## config.mk

```make
export PLATFORM = sky130hd
export DESIGN_NAME = mhpq_front
export DESIGN_NICKNAME = d
export VERILOG_FILES = /design/src/design/mhpq_pkg.sv /design/src/design/mhpq_front.sv
export SDC_FILE = /design/constraint.sdc
export NUM_CORES = 1
export LEC_CHECK = 0
export BUFFER_PORTS_ARGS = -buffer_cell sky130_fd_sc_hd__buf_2
export CORE_UTILIZATION = 47
export CTS_CLUSTER_DIAMETER = 30
export DETAILED_ROUTE_END_ITERATION = 10
export MAX_ROUTING_LAYER = met4
export PLACE_DENSITY_LB_ADDON = 0.12
export SYNTH_ARGS = -nofsm -noshare
export SYNTH_HDL_FRONTEND = slang
export SYNTH_SLANG_ARGS = --single-unit
```

## constraint.sdc

```tcl
create_clock -name clock -period 5.2 [get_ports clock]
set_clock_uncertainty 0.2 [all_clocks]
set_input_delay 1.04 -clock clock [delete_from_list [all_inputs] [get_ports clock]]
set_output_delay 1.04 -clock clock [all_outputs]
set_load 0.01 [all_outputs]
```

## src/design/mhpq_pkg.sv

```systemverilog
package mhpq_pkg;

   localparam logic [1:0] STATUS_OK    = 2'd0;
   localparam logic [1:0] STATUS_EMPTY = 2'd1;
   localparam logic [1:0] STATUS_FULL  = 2'd2;

   localparam logic REQ_INSERT = 1'b0;
   localparam logic REQ_POP    = 1'b1;

   typedef struct packed {
      logic        op;
      logic [31:0] key;
      logic [15:0] row;
      logic [15:0] column;
      logic [15:0] tag;
   } cmd_type;

   typedef struct packed {
      logic [1:0]  status;
      logic [31:0] key;
      logic [15:0] row;
      logic [15:0] column;
      logic [15:0] tag;
      logic [6:0]  count;
   } rsp_type;

endpackage

```

## src/design/mhpq_front.sv

```systemverilog
// front: accepts requests into a two-entry queue
module mhpq_front (
   input  logic             clock,
   input  logic             reset,
   input  logic             in_valid,
   output logic             in_ready,
   input  mhpq_pkg::cmd_type in_cmd,
   output logic             q_valid,
   input  logic             q_ready,
   output mhpq_pkg::cmd_type q_cmd
);

   mhpq_pkg::cmd_type slot_ff [2];
   logic              wp_ff, wp_in, rp_ff, rp_in;
   logic [1:0]        fill_ff, fill_in;
   logic              push, pop;

   assign in_ready = (fill_ff != 2'd2);
   assign q_valid  = (fill_ff != 2'd0);
   assign q_cmd    = slot_ff[rp_ff];
   assign push     = in_valid && in_ready;
   assign pop      = q_valid && q_ready;

   always_comb begin
      wp_in   = push ? ~wp_ff : wp_ff;
      rp_in   = pop ? ~rp_ff : rp_ff;
      fill_in = fill_ff + {1'b0, push} - {1'b0, pop};
   end

   always_ff @(posedge clock) begin
      if (reset) begin
         wp_ff   <= 1'b0;
         rp_ff   <= 1'b0;
         fill_ff <= 2'd0;
      end else begin
         wp_ff   <= wp_in;
         rp_ff   <= rp_in;
         fill_ff <= fill_in;
      end
      if (push) begin
         slot_ff[wp_ff] <= in_cmd;
      end
   end

endmodule

```

==> results.toml <==
[outcome]
status = "complete, no violations"

[clock_network]
cts_root_buf = "clkbuf_16"
cts_setup_buffers = 0
cts_buffers = 17
cts_buffer_depth = 2
clk_pin_slew_ps = 60
cts.sinks = 167
worstSkewPairLatency_ps = 410
postCtsResizedCells = 0
ctsHoldBuffers = 0
cts_tree = "done"
htreeDepth = 4

[sta]
worst_pin_slew_ps = 1140
relSlewSlack = 0.241
finalWorstSetupSlack_ps = 1670
finalHoldViolations = 0
min_period_over_period = 0.679
setup_viol = 0
fmax_mhz = 283
timing.final.crit_period_ps = 3530
rsz0062_at_grt = "false"
slew_violations = 0
timing.setup.tns_ps = 0

[global_routing]
antenna_found_initial = 0
grt-ovfl-total = 0
grt_pass1_vias = 3131
track_usage = 0.164
grt_pass1_wl_um = 16400
grt_max_degree = 65

[yosys]
seq_area_frac_synth = 0.766
synth.avg_cell_area_um2 = 23.5
ys_types = 17
synth_area_um2 = 6480
ys.warnings.count = 0
synth-seq-cells = 167
synth_nets = 363
synthCells = 276

[final_layout]
drive_above_1_share = 0.602
multi_input_area_um2 = 1350
seqCellArea_um2 = 4970
layout.nets = 544
syn_to_final_growth_pct = 23.0
stdcell_count = 646
final.fill_count = 1039
antennaDiodeCount = 0

[critical_path]
r2r-start = "fill_ff[0]"
criticalPathCategory = "register to primary output"
cp_max_fo = 42
crit_path_end_kind = "primary output"
cp.required_ps = 3960
worst_ep_arrival_time_ps = 2290
critPathLaunchType = "register"

[detailed_routing]
drtIter0Drc = 202
vias = 3085
wl_per_cell_um = 16.6
via_per_inst = 4.78
drcViolationCount = 0
dr.pass1.iters = 4
postRouteAntennaNets = 0
wirelength_um = 10700

[worst_hold_path]
hold_path.class = "register to register"
min-delay-start = "rp_ff"

[floorplan]
die_w_um = 119
dieArea_um2 = 14300
core-area_um2 = 13300
std_cell_rows = 42
die_h_um = 119
boundaryPins = 168
initial_utilization = 0.485

[power_and_ir_drop]
p_per_area_nw_per_um2 = 487
p_total_mw = 3.88
power.leakage_nw = 3.15
ir_drop_mv = 0.291

[flow_run]
maxCapViolations = 0

[placement]
port_buffers = 167
dp_cells = 614
place_hpwl_um = 7020
place.gp.congestion = 0.724
pre_cts_ws_ps = 2050
-- layout by cell type, fill, tap and decap left out, types with 2 or more instances in the layout --
master / count
mux2_4: 80
buf_2: 167
ha_1: 2
nor2b_1: 2
bufinv_16: 2
edfxtp_1: 162
xnor2_1: 2
clkbuf_16: 17
nor2_1: 4
dfxtp_1: 4
clkinv_2: 5
buf_4: 3
clkinv_1: 6
mux2_2: 2
-- cell usage after synthesis, drive strengths merged --
master  number  area [um^2]
mux2        82         1220
nand2        1         3.75
dfxtp        5          100
edfxtp     162         4860
ha           2         25.0
nor2         5         18.8
and3         1         6.26
o21a         1         7.51
nand2b       1         8.76
buf          9          171
xor2         1         8.76
nor2b        2         12.5
inv          1         3.75
xnor2        2         17.5
or2          1         6.26
-- registers in the layout (all words and copies together), names as in the netlist, named ones only --
name / cells
slot_ff: 162
fill_ff: 2
rp_ff: 1
wp_ff: 1
-- area by class of cell --
class	instances	area share
clock buffer	18	0.0539
clock inverter	14	0.0144
inverter	1	0.000471
multi-input combinational	99	0.170
sequential	167	0.624
tap	176	0.0276
timing repair buffer	171	0.110
-- per-layer routing --
| layer | global-route usage | wire length (um) |
|---|---|---|
| met2 | 0.249 | 5230 |
| met1 | 0.197 | 4470 |
| met3 | 0.0594 | 811 |
| met5 | - | 0 |
| met4 | 0.0750 | 199 |
-- critical path, stage by stage (launching register included) --
cell and delay, ps:
dfxtp_4 870, buf_4 490, mux2_4 350, buf_2 140
-- power breakdown --
| part | switching (mW) | leakage (nW) | total, mW | internal (mW) |
|---|---|---|---|---|
| logic | 0.416 | 1.33 | 0.922 | 0.506 |
| clock network | 0.466 | 0.268 | 1.16 | 0.691 |
| registers | 0.107 | 1.56 | 1.80 | 1.69 |
-- final timing paths --
kind,cells after the start,end,slack [ps]
setup reg to reg,4,slot_ff[0][10],2750
hold / removal,2,register,320
setup / recovery,3,q_cmd[29],1670
hold reg to reg,2,register,320
-- stage by stage --
| stage | hold slack [ps] | instance area [um^2] | util |
|---|---|---|---|
| final | 318 | 7970 | 0.597 |
| after global placement | 299 | 7420 | 0.556 |
| after detailed placement | 299 | 7420 | 0.556 |
| after floorplan | 281 | 6480 | - |
| after CTS | 321 | 7970 | 0.597 |
| after global routing | 357 | 7970 | 0.597 |
-- cells by family (layout without fill, tap and decap cells) --
family,Yosys count,after routing,share of synthesized area
AND/OR/NAND/NOR,11,11,0.00869
multiplexers,82,82,0.189
flip-flops,167,167,0.766
XOR/XNOR,3,3,0.00406
AO/OA/AOI/OAI,1,1,0.00116
adder cells (fa/ha/maj),2,2,0.00386
buffers and inverters,10,204,0.0270
(Power assumes the default switching activity.)
